**src/hw/rtl/tsvf_pkg.sv**
```systemverilog
// Shared types and constants for the state-variable bandpass filter core.
package tsvf_pkg;

   // Widths of the datapath
   localparam int unsigned SAMPLE_W = 16;
   localparam int unsigned STATE_W  = 32;
   localparam int unsigned OPA_W    = 42;   // widest multiplicand: 2*bp
   localparam int unsigned OPB_W    = 18;   // coefficient, zero-extended to signed
   localparam int unsigned HALF_W   = 21;   // multiplicand is split in two halves
   localparam int unsigned PROD_W   = HALF_W + 1 + OPB_W;
   localparam int unsigned ACC_W    = 60;
   localparam int unsigned BP_W     = 41;

   // Configuration port
   localparam int unsigned CSR_AW   = 4;
   localparam int unsigned CSR_DW   = 32;

   // Register indexes (word address)
   localparam logic [1:0] REG_CUTOFF_GAIN   = 2'd0;
   localparam logic [1:0] REG_DAMPING_TWICE = 2'd1;
   localparam logic [1:0] REG_NORMALIZER    = 2'd2;

   // Register reset values
   localparam logic [15:0] CUTOFF_GAIN_RST   = 16'd0;
   localparam logic [15:0] DAMPING_TWICE_RST = 16'd16384;
   localparam logic [16:0] NORMALIZER_RST    = 17'd65536;

   typedef struct packed {
      logic [15:0] cutoff_gain;
      logic [15:0] damping_twice;
      logic [16:0] normalizer;
   } tsvf_cfg_type;

   // Control of the shared multiply-accumulate unit
   typedef struct packed {
      logic en;      // update the accumulator this cycle
      logic first;   // start from the rounding constant instead of the accumulator
      logic hi;      // use the upper half of the multiplicand
   } tsvf_mac_ctl_type;

   typedef enum logic [1:0] {
      ST_IDLE,
      ST_MUL_LO,
      ST_MUL_HI,
      ST_POST
   } tsvf_state_type;

   // Which of the four products is in progress
   typedef enum logic [1:0] {
      STEP_DAMP,
      STEP_GAIN,
      STEP_NORM,
      STEP_FEED
   } tsvf_step_type;

endpackage

```
**src/hw/rtl/tsvf_csr.sv**
```systemverilog
// Coefficient registers behind the APB-style configuration port.
module tsvf_csr (
   input  logic                        clock,
   input  logic                        reset,
   input  logic                        csr_psel,
   input  logic                        csr_penable,
   input  logic                        csr_pwrite,
   input  logic [tsvf_pkg::CSR_AW-1:0] csr_paddr,
   input  logic [tsvf_pkg::CSR_DW-1:0] csr_pwdata,
   output logic [tsvf_pkg::CSR_DW-1:0] csr_prdata,
   output logic                        csr_pready,
   output tsvf_pkg::tsvf_cfg_type      cfg
);
   import tsvf_pkg::*;

   tsvf_cfg_type cfg_ff;
   tsvf_cfg_type cfg_in;
   logic [1:0]   reg_idx;
   logic         wr_en;

   assign reg_idx    = csr_paddr[3:2];
   assign wr_en      = csr_psel & csr_penable & csr_pwrite;
   assign csr_pready = 1'b1;
   assign cfg        = cfg_ff;

   // Write decode
   always_comb begin
      cfg_in = cfg_ff;
      if (wr_en) begin
         case (reg_idx)
            REG_CUTOFF_GAIN:   cfg_in.cutoff_gain   = csr_pwdata[15:0];
            REG_DAMPING_TWICE: cfg_in.damping_twice = csr_pwdata[15:0];
            REG_NORMALIZER:    cfg_in.normalizer    = csr_pwdata[16:0];
            default:           cfg_in = cfg_ff;
         endcase
      end
   end

   always_ff @(posedge clock) begin
      if (reset) begin
         cfg_ff.cutoff_gain   <= CUTOFF_GAIN_RST;
         cfg_ff.damping_twice <= DAMPING_TWICE_RST;
         cfg_ff.normalizer    <= NORMALIZER_RST;
      end else begin
         cfg_ff <= cfg_in;
      end
   end

   // Read mux
   always_comb begin
      case (reg_idx)
         REG_CUTOFF_GAIN:   csr_prdata = CSR_DW'(cfg_ff.cutoff_gain);
         REG_DAMPING_TWICE: csr_prdata = CSR_DW'(cfg_ff.damping_twice);
         REG_NORMALIZER:    csr_prdata = CSR_DW'(cfg_ff.normalizer);
         default:           csr_prdata = '0;
      endcase
   end

endmodule

```
**src/hw/rtl/tsvf_mac.sv**
```systemverilog
// Shared 22x18 signed multiply-accumulate unit, two passes per wide product.
module tsvf_mac (
   input  logic                                clock,
   input  tsvf_pkg::tsvf_mac_ctl_type          ctl,
   input  logic signed [tsvf_pkg::OPA_W-1:0]   opa,
   input  logic signed [tsvf_pkg::OPB_W-1:0]   opb,
   input  logic signed [tsvf_pkg::ACC_W-1:0]   rnd,
   output logic signed [tsvf_pkg::ACC_W-1:0]   acc
);
   import tsvf_pkg::*;

   logic signed [HALF_W:0]   part;
   logic signed [PROD_W-1:0] prod;
   logic signed [ACC_W-1:0]  term;
   logic signed [ACC_W-1:0]  base;
   logic signed [ACC_W-1:0]  acc_in;
   logic signed [ACC_W-1:0]  acc_ff;

   // Low half is unsigned, high half carries the sign
   always_comb begin
      if (ctl.hi) begin
         part = {opa[OPA_W-1], opa[OPA_W-1:HALF_W]};
      end else begin
         part = {1'b0, opa[HALF_W-1:0]};
      end
      prod = part * opb;
      if (ctl.hi) begin
         term = ACC_W'(prod) <<< HALF_W;
      end else begin
         term = ACC_W'(prod);
      end
      base   = ctl.first ? rnd : acc_ff;
      acc_in = base + term;
   end

   always_ff @(posedge clock) begin
      if (ctl.en) begin
         acc_ff <= acc_in;
      end
   end

   assign acc = acc_ff;

endmodule

```
**src/hw/rtl/tpt_svf_bandpass_filter_core.sv**
```systemverilog
// Top level of the TPT state-variable bandpass filter: sequencer and state.
//
// Input words arrive on req_ (valid/stall), one signed Q1.15 sample each;
// bandpass words leave on rsp_ (valid/stall), one per input word.
// Coefficients g, 2R and d are written through the csr_ port; the user
// must write them only while the filter is idle, which the block does not
// enforce. pready is always high and reads return the register.
//
// Each sample runs four products through one shared multiply-accumulate
// unit (2R*x, g*(a-s2), (b+s1)*d, g*2bp). Each product takes two passes
// of the 22x18 multiplier (ST_MUL_LO, ST_MUL_HI) and a ST_POST step that
// rescales and loads the next operands. req_stall is high while busy.
// The result is held in an output register; a new sample may be taken
// while it waits. If the previous result is still stalled when the next
// one is ready, the sequencer waits and the integrators are not updated.
// Reset (synchronous) clears both integrators, the output valid and the
// sequencer, and loads the coefficient reset values.
module tpt_svf_bandpass_filter_core (
   input  logic                                 clock,
   input  logic                                 reset,
   // input words
   input  logic                                 req_valid,
   output logic                                 req_stall,
   input  logic signed [tsvf_pkg::SAMPLE_W-1:0] req_sample_in,
   // result words
   output logic                                 rsp_valid,
   input  logic                                 rsp_stall,
   output logic signed [tsvf_pkg::SAMPLE_W-1:0] rsp_bandpass_out,
   // configuration
   input  logic                                 csr_psel,
   input  logic                                 csr_penable,
   input  logic                                 csr_pwrite,
   input  logic [tsvf_pkg::CSR_AW-1:0]          csr_paddr,
   input  logic [tsvf_pkg::CSR_DW-1:0]          csr_pwdata,
   output logic [tsvf_pkg::CSR_DW-1:0]          csr_prdata,
   output logic                                 csr_pready
);
   import tsvf_pkg::*;

   localparam logic signed [ACC_W-1:0] RND_13 = ACC_W'(1) <<< 12;
   localparam logic signed [ACC_W-1:0] RND_12 = ACC_W'(1) <<< 11;
   localparam logic signed [ACC_W-1:0] RND_16 = ACC_W'(1) <<< 15;
   localparam logic signed [48:0] S32_MAX = 49'sd2147483647;
   localparam logic signed [48:0] S32_MIN = -49'sd2147483648;
   localparam logic signed [41:0] S16_MAX = 42'sd32767;
   localparam logic signed [41:0] S16_MIN = -42'sd32768;

   tsvf_cfg_type     cfg;
   tsvf_mac_ctl_type mac_ctl;
   logic signed [ACC_W-1:0] acc;
   logic signed [ACC_W-1:0] rnd;

   tsvf_state_type state_ff, state_in;
   tsvf_step_type  step_ff, step_in;

   logic signed [OPA_W-1:0]    opa_ff, opa_in;
   logic signed [OPB_W-1:0]    opb_ff, opb_in;
   logic signed [STATE_W-1:0]  s1_ff, s1_in;
   logic signed [STATE_W-1:0]  s2_ff, s2_in;
   logic signed [BP_W-1:0]     bp_ff, bp_in;
   logic                       rsp_valid_ff, rsp_valid_in;
   logic signed [SAMPLE_W-1:0] rsp_data_ff, rsp_data_in;

   logic accept;
   logic post;
   logic finish;
   logic out_free;

   logic signed [ACC_W-1:0] acc_sh13;
   logic signed [ACC_W-1:0] acc_sh12;
   logic signed [ACC_W-1:0] acc_sh16;
   logic signed [BP_W-1:0]  bp_new;
   logic signed [48:0]      s2_sum;
   logic signed [48:0]      s1_sum;
   logic signed [41:0]      y_rnd;
   logic signed [41:0]      y_sh;

   tsvf_csr u_csr (
      .clock       (clock),
      .reset       (reset),
      .csr_psel    (csr_psel),
      .csr_penable (csr_penable),
      .csr_pwrite  (csr_pwrite),
      .csr_paddr   (csr_paddr),
      .csr_pwdata  (csr_pwdata),
      .csr_prdata  (csr_prdata),
      .csr_pready  (csr_pready),
      .cfg         (cfg)
   );

   tsvf_mac u_mac (
      .clock (clock),
      .ctl   (mac_ctl),
      .opa   (opa_ff),
      .opb   (opb_ff),
      .rnd   (rnd),
      .acc   (acc)
   );

   assign out_free = ~rsp_valid_ff | ~rsp_stall;

   // Next state
   always_comb begin
      state_in = state_ff;
      case (state_ff)
         ST_IDLE: begin
            if (req_valid) state_in = ST_MUL_LO;
         end
         ST_MUL_LO: state_in = ST_MUL_HI;
         ST_MUL_HI: state_in = ST_POST;
         ST_POST: begin
            if (step_ff != STEP_FEED) begin
               state_in = ST_MUL_LO;
            end else if (out_free) begin
               state_in = ST_IDLE;
            end
         end
         default: state_in = ST_IDLE;
      endcase
   end

   // Sequencer outputs
   always_comb begin
      req_stall   = 1'b1;
      accept      = 1'b0;
      post        = 1'b0;
      finish      = 1'b0;
      mac_ctl     = '0;
      case (state_ff)
         ST_IDLE: begin
            req_stall = 1'b0;
            accept    = req_valid;
         end
         ST_MUL_LO: begin
            mac_ctl.en    = 1'b1;
            mac_ctl.first = 1'b1;
         end
         ST_MUL_HI: begin
            mac_ctl.en = 1'b1;
            mac_ctl.hi = 1'b1;
         end
         ST_POST: begin
            post   = (step_ff != STEP_FEED);
            finish = (step_ff == STEP_FEED) & out_free;
         end
         default: req_stall = 1'b1;
      endcase
   end

   // Rounding constant preloaded into the accumulator (round half up)
   always_comb begin
      case (step_ff)
         STEP_DAMP: rnd = RND_13;
         STEP_NORM: rnd = RND_16;
         default:   rnd = RND_12;
      endcase
   end

   // Rescaled products
   assign acc_sh13 = acc >>> 13;
   assign acc_sh12 = acc >>> 12;
   assign acc_sh16 = acc >>> 16;
   assign bp_new   = BP_W'(acc_sh16);

   // Integrator and output updates at the end of a sample
   assign s2_sum = 49'(s2_ff) + 49'(acc_sh12);
   assign s1_sum = 49'(bp_ff) + 49'(bp_ff) - 49'(s1_ff);
   assign y_rnd  = 42'(bp_ff) + 42'sd1;
   assign y_sh   = y_rnd >>> 1;

   // Operand and state registers
   always_comb begin
      step_in      = step_ff;
      opa_in       = opa_ff;
      opb_in       = opb_ff;
      bp_in        = bp_ff;
      s1_in        = s1_ff;
      s2_in        = s2_ff;
      rsp_data_in  = rsp_data_ff;
      rsp_valid_in = rsp_valid_ff & rsp_stall;

      if (accept) begin
         step_in = STEP_DAMP;
         opa_in  = OPA_W'(req_sample_in);
         opb_in  = OPB_W'(cfg.damping_twice);
      end

      if (post) begin
         case (step_ff)
            STEP_DAMP: begin
               // a - s2, times g
               step_in = STEP_GAIN;
               opa_in  = OPA_W'(acc_sh13) - OPA_W'(s2_ff);
               opb_in  = OPB_W'(cfg.cutoff_gain);
            end
            STEP_GAIN: begin
               // b + s1, times d
               step_in = STEP_NORM;
               opa_in  = OPA_W'(acc_sh12) + OPA_W'(s1_ff);
               opb_in  = OPB_W'(cfg.normalizer);
            end
            STEP_NORM: begin
               // 2bp, times g
               step_in = STEP_FEED;
               bp_in   = bp_new;
               opa_in  = {bp_new, 1'b0};
               opb_in  = OPB_W'(cfg.cutoff_gain);
            end
            default: step_in = step_ff;
         endcase
      end

      if (finish) begin
         rsp_valid_in = 1'b1;
         if (s1_sum > S32_MAX) begin
            s1_in = STATE_W'(S32_MAX);
         end else if (s1_sum < S32_MIN) begin
            s1_in = STATE_W'(S32_MIN);
         end else begin
            s1_in = STATE_W'(s1_sum);
         end
         if (s2_sum > S32_MAX) begin
            s2_in = STATE_W'(S32_MAX);
         end else if (s2_sum < S32_MIN) begin
            s2_in = STATE_W'(S32_MIN);
         end else begin
            s2_in = STATE_W'(s2_sum);
         end
         if (y_sh > S16_MAX) begin
            rsp_data_in = SAMPLE_W'(S16_MAX);
         end else if (y_sh < S16_MIN) begin
            rsp_data_in = SAMPLE_W'(S16_MIN);
         end else begin
            rsp_data_in = SAMPLE_W'(y_sh);
         end
      end
   end

   // Control registers
   always_ff @(posedge clock) begin
      if (reset) begin
         state_ff     <= ST_IDLE;
         step_ff      <= STEP_DAMP;
         rsp_valid_ff <= 1'b0;
         s1_ff        <= '0;
         s2_ff        <= '0;
      end else begin
         state_ff     <= state_in;
         step_ff      <= step_in;
         rsp_valid_ff <= rsp_valid_in;
         s1_ff        <= s1_in;
         s2_ff        <= s2_in;
      end
   end

   // Payload registers
   always_ff @(posedge clock) begin
      opa_ff      <= opa_in;
      opb_ff      <= opb_in;
      bp_ff       <= bp_in;
      rsp_data_ff <= rsp_data_in;
   end

   assign rsp_valid        = rsp_valid_ff;
   assign rsp_bandpass_out = rsp_data_ff;

endmodule
```
**config.mk**
```make
export PLATFORM = sky130hd
export DESIGN_NAME = tpt_svf_bandpass_filter_core
export DESIGN_NICKNAME = d
export VERILOG_FILES = /design/src/hw/rtl/tsvf_pkg.sv /design/src/hw/rtl/tsvf_csr.sv /design/src/hw/rtl/tsvf_mac.sv /design/src/hw/rtl/tpt_svf_bandpass_filter_core.sv
export SDC_FILE = /design/constraint.sdc
export NUM_CORES = 2
export LEC_CHECK = 0
export ABC_AREA = 1
export BUFFER_PORTS_ARGS = -buffer_cell sky130_fd_sc_hd__buf_2
export CORE_MARGIN = 3
export CORE_UTILIZATION = 56
export CTS_CLUSTER_SIZE = 30
export DETAILED_ROUTE_END_ITERATION = 10
export PLACE_DENSITY = 0.71
export SYNTH_ARGS = -nofsm -noshare
export SYNTH_HDL_FRONTEND = slang
export SYNTH_SLANG_ARGS = --single-unit
```
**constraint.sdc**
```tcl
create_clock -name clock -period 12.6 [get_ports clock]
set_input_delay 1.26 -clock clock [delete_from_list [all_inputs] [get_ports clock]]
set_output_delay 1.26 -clock clock [all_outputs]
set_load 0.02 [all_outputs]
```
**After elaboration in Yosys (flattened, before gate mapping)**

Index checks and enable logic that the tools add are counted.

- Add/subtract/negate cells: 7
- Multipliers: 1
- Divide/modulo/power cells: 0
- Magnitude comparators: 6
- Equal/unequal tests: 12
- Shift operators: 0
- Muxes and demuxes: 31
- Bitwise logic cells: 7
- Reduce and logical (&&, ||, !) cells: 12

Operators by type and width:

| kind | count |
|---|---|
| 32-bit two-way mux | 4 |
| 42-bit case mux with 3 select lines | 1 |
| 60-bit two-way mux | 2 |
| 42-bit two-way mux | 2 |
| 60-bit adder | 1 |
| 17-bit case mux with 3 select lines | 1 |
| 32-bit by 48-bit adder with 49-bit output | 1 |
| 49-bit by 32-bit > comparator with 1-bit output, second input constant | 1 |
| 49-bit by 32-bit < comparator with 1-bit output, second input constant | 1 |
| 43-bit by 32-bit > comparator with 1-bit output, second input constant | 1 |
| 43-bit by 32-bit < comparator with 1-bit output, second input constant | 1 |
| 42-bit by 32-bit subtractor with 43-bit output | 1 |
| 41-bit by 2-bit adder with 42-bit output, second input constant | 1 |
| 41-bit by 41-bit adder with 42-bit output | 1 |
| 42-bit by 32-bit adder with 42-bit output | 1 |
| 42-bit by 32-bit subtractor with 42-bit output | 1 |
| 41-bit by 16-bit > comparator with 1-bit output, second input constant | 1 |
| 41-bit by 16-bit < comparator with 1-bit output, second input constant | 1 |
| 22-bit by 18-bit multiplier with 40-bit output | 1 |
| 18-bit two-way mux | 2 |
| 18-bit case mux with 2 select lines | 1 |
| 16-bit case mux with 2 select lines | 1 |
| 22-bit two-way mux | 1 |
| 16-bit two-way mux | 1 |
| other kinds (16) | 46 |

- Register bits: 295
- Latch bits: 0
- Memory bits (writable): 0
- ROM bits: 0
- Input bits: 59
- Output and inout bits: 51
- Memories: 0

**Logic depth before layout (Yosys ltp)**

- Depth in word-level cells: 6
- Depth in mapped cells: 50

**Modules after synthesis**

From an unflattened synthesis, not the netlist that was laid out.

- Cells, all modules: 7249
- Area total of the unflattened synthesis: 47410.5 um^2

Modules (own cells, without submodules):

| module | instances | cells each | area each (um^2) | seq. area each (um^2) |
|---|---|---|---|---|
| tsvf_mac | 1 | 3038 | 22673.0 | 1801.7 |
| tpt_svf_bandpass_filter_core | 1 | 3830 | 22296.4 | 4294.1 |
| tsvf_csr | 1 | 381 | 2441.1 | 980.9 |

**Worst setup path before layout**

OpenSTA, ideal clock, no wires.

- Path kind: reg2reg
- From: reg state_ff[0]
- To: reg u_mac.acc_ff[56], in the netlist u_mac.acc[56] (data pin)
- Setup time: 0.252 ns
- Arrival time: 8.510 ns
- Path slack: 3.838 ns
- Stages on the path, launching flop included: 47
- Buffers on the path: 3
- Cells stage by stage: dfxtp_1 > inv_1 > ha_1 > clkbuf_1 > inv_1 > clkbuf_1 > or2_2 > o21ai_0 > inv_1 > clkbuf_1 > nand2_1 > fa_1 > inv_1 > fa_1 > inv_1 > fa_1 > inv_1 > fa_1 > (+11 left out) > o21ai_0 > a21oi_1 > xnor2_1 > nand2_1 > o21ai_0 > ha_1 > a21o_1 > a31oi_1 > o21ai_0 > a21oi_1 > nand3_1 > a21o_1 > a21o_1 > nand2_1 > nand2_1 > a21o_1 > nand2_1 > nand2_1

- Cells in the longest elaborated chain, start to end: 6
- Elaborated cells on any way between the ends: 9
- Classes of those cells: add/sub (1); mul (1); eq/ne (2); mux (5)

RTL lines:

| what | RTL line | text |
|---|---|---|
| from (decl) | tpt_svf_bandpass_filter_core.sv:53 | `tsvf_state_type state_ff, state_in;` |
| from (signal assigned) | tpt_svf_bandpass_filter_core.sv:248 | `state_ff <= state_in;` |
| 2-bit equality test | tpt_svf_bandpass_filter_core.sv:129 | `case (state_ff)` |
| 1-bit two-way mux | tpt_svf_bandpass_filter_core.sv:129 |  |
| 22-bit two-way mux | tsvf_mac.sv:21 | `if (ctl.hi) begin` |
| 22-bit by 18-bit multiplier with 40-bit output | tsvf_mac.sv:26 | `prod = part * opb;` |
| 60-bit two-way mux | tsvf_mac.sv:27 | `if (ctl.hi) begin` |
| 60-bit adder * | tsvf_mac.sv:33 | `acc_in = base + term;` |
| via u_mac.acc_in[56] | tsvf_mac.sv:16 | `logic signed [ACC_W-1:0] acc_in;` |
| to (signal assigned) | tsvf_mac.sv:38 | `acc_ff <= acc_in;` |
| to (decl) | tsvf_mac.sv:17 | `logic signed [ACC_W-1:0] acc_ff;` |

The timed path passes the listed nets; every way through them passes the cells marked *.
A chain may end at the register's enable or synchronous reset.

**Final worst setup path**

- From: reg state_ff[0]
- To: reg u_mac.acc_ff[41], in the netlist u_mac.acc[41] (data pin)

The elaborated chain is that of the path after synthesis.

==> impl_metrics.ini <==
[status]
outcome = finished, final reports clean

[routing]
dr_total_vias = 45238
drcViolationCount = 0
routedWlPerCell_um = 22.3
dr.pass1.iters = 8
ant_nets = 0
viasPerCell = 5.76
finalWirelength_um = 175000
drt_iter0_drc = 4350

[sta]
fmax_mhz = 87.9
fin_crit_sh = 0.902
final_hold_viol_count = 0
worst_pin_slew_ns = 1.32
slew_violations = 0
setup_viol = 0
skew_ns = 0.0240
layout_min_cycle_time_ns = 11.37
finalSetupTns_ns = 0
relSlewSlack = 0.108
grt_setup_unrepaired = no

[setup_path]
critPathKind = register to register
crit_fanout = 32
critPathCaptureType = register
critPathSlowestCell = inv_1
critPathMostFrequentCell = inv_1
critPathMaxStageDelay_ns = 0.64
cp-start-kind = register
required_ns = 12.93
crit_arrival_ns = 11.70

[yosys]
ys_seq_elements = 295
seq_area_frac_synth = 0.158
synth_edf_count = 117
yosysWarningCount = 0
netlist_instances = 6722
synth_flop_cell = dfxtp_1
ys_async_sr_fraction = 0
avgSynthCellArea_um2 = 6.68
synth_cell_types = 64
syn_area_mm2 = 0.0449

[grt]
grt_pass1_wl_um = 262000
grt_overflow = 0
grt_max_degree = 62
grt_pass1_vias = 43877
grtUsageTotal = 0.418
antenna_found_initial = 2

[clock_network]
cts.clk_slew.worst_paths_ns = 0.06
cts_made_buffers = 39
hold_buffers = 0
clock_latency_ns = 0.61
clockRootBuffer = clkbuf_16
clock_sinks = 295
post_cts_buffers = 0
htree_levels = 2
cts_buffer_depth = 3
cts_tree = done
ctsResizeCount = 0

[cells_and_area]
area_growth_pct = 6.72
layout.nets = 7563
drive_above_1_share = 0.0490
fill_cells = 7776

[floorplan]
start_util = 0.566
die_y_um = 289
num_rows = 103
die_w_um = 289
coreArea_mm2 = 0.0793
die_area_mm2 = 0.0836
pin_count = 110

[flow_run]
cap_violations = 0

[placed_design]
hpwl_um = 145000
portBuffers = 76
gp_congestion = 1.06

[worst_hold_path]
hp-class = register to register
==> metrics by stage <==
stage / utilization / std cells / instance area (um2) / hold WS (ns) / worst slack [ns]
finish: 0.604 / 7849 / 47900 / 0.478 / 1.23
global route: 0.604 / 7846 / 47900 / 0.484 / 0.938
CTS: 0.604 / 7845 / 47900 / 0.466 / 1.50
detailed placement: 0.587 / 7773 / 46500 / 0.451 / 1.54
global placement: 0.587 / 7773 / 46500 / 0.447 / 1.69
floorplan: - / 6736 / 44900 / 0.429 / 3.84
==> layer usage <==
layer  up-vias  global-route usage  routed length [um]
li1      21282                   -                   -
met1     21123               0.482               64100
met2      2178               0.687               79100
met3       655              0.0816               14900
met4         0               0.321               17200
met5         -                   0                   0
==> path summary, 6_finish.rpt <==
path         slack (ns)     startpoint  depth (start not counted)       endpoint
min                0.48  u_csr.cfg[31]                          2  u_csr.cfg[31]
min reg2reg        0.48  u_csr.cfg[31]                          2  u_csr.cfg[31]
max reg2reg        1.23    state_ff[0]                         38  u_mac.acc[41]
max                1.23    state_ff[0]                         38  u_mac.acc[41]
==> layout by cell type, fill, tap and decap left out, types with 52 or more instances in the layout <==
cell type	count
buf_2	76
ha_1	339
buf_4	80
nand3_1	232
dfxtp_1	178
nor3_1	52
o21ai_0	355
fa_1	398
a21oi_1	454
xnor2_1	69
inv_1	1296
edfxtp_1	117
nand4_1	88
nor2_1	843
nand2_1	1554
xor2_1	117
==> cells by family (layout without fill, tap and decap cells) <==
family,after synthesis,count (layout),synth area share
AND/OR/NAND/NOR,2908,2908,0.268
buffers and inverters,1490,1549,0.127
AO/OA/AOI/OAI,1100,1100,0.138
adder cells (fa/ha/maj),740,740,0.273
flip-flops,295,295,0.158
XOR/XNOR,186,186,0.0363
other,2,20,0.000167
multiplexers,1,1,0.000223
==> area by class of cell <==
type,instances,area (um2),share of cell area
antenna,4,10.0,0.000209
inverter,1321,4960,0.103
clock inverter,21,263,0.00548
clock buffer,51,1100,0.0231
multi-input combinational,4951,32200,0.672
sequential,295,7080,0.148
tap,1050,1310,0.0274
timing repair buffer,156,981,0.0205
==> synth_stat cells (all sizes together), types with 2 or more instances <==
library cell,count,share of area
o211ai,43,0.0072
xor2,117,0.023
dfxtp,178,0.079
buf,45,0.0062
and2,4,0.00056
a22oi,3,0.00050
nor2,862,0.073
o21bai,23,0.0038
o2111ai,5,0.00098
clkinv,17,0.0014
a21boi,17,0.0028
or2,35,0.0049
nand3,240,0.028
edfxtp,117,0.078
o22ai,4,0.00056
conb,2,0.00017
nor4,28,0.0044
a31oi,50,0.0070
a221oi,15,0.0029
nor3,63,0.0088
and3,10,0.0014
a211oi,3,0.00050
clkbuf,124,0.010
o221ai,28,0.0055
a21oi,466,0.053
nand4,91,0.013
inv,1304,0.11
a21o,34,0.0057
o21a,26,0.0043
xnor2,69,0.013
fa,398,0.18
a311oi,3,0.00059
ha,342,0.095
o21ai,375,0.042
nand3b,5,0.00084
nand2,1569,0.13
==> sequential cells by signal, indices dropped and copies added (netlist names), 2 cells and up <==
signal	flops
opb_ff	18
s1_ff	32
bp_ff	41
rsp_bandpass_out	16
s2_ff	32
opa_ff	42
u_mac.acc	60
u_csr.cfg	49
step_ff	2
state_ff	2
==> critical path, delay by kind of cell (launching register included) <==
kind	cells	cell delay [ns]
adders and majority gates	9	3.93
AOI/OAI and AO/OA	12	3.04
buffers and inverters	9	1.82
and+or+nand+nor	6	1.13
xor gates and xnor gates	2	0.81
DFF	1	0.35
Power is left out: the tool's default activity adds up to more than one toggle a clock period on the data nets, which glitch-free logic cannot reach.
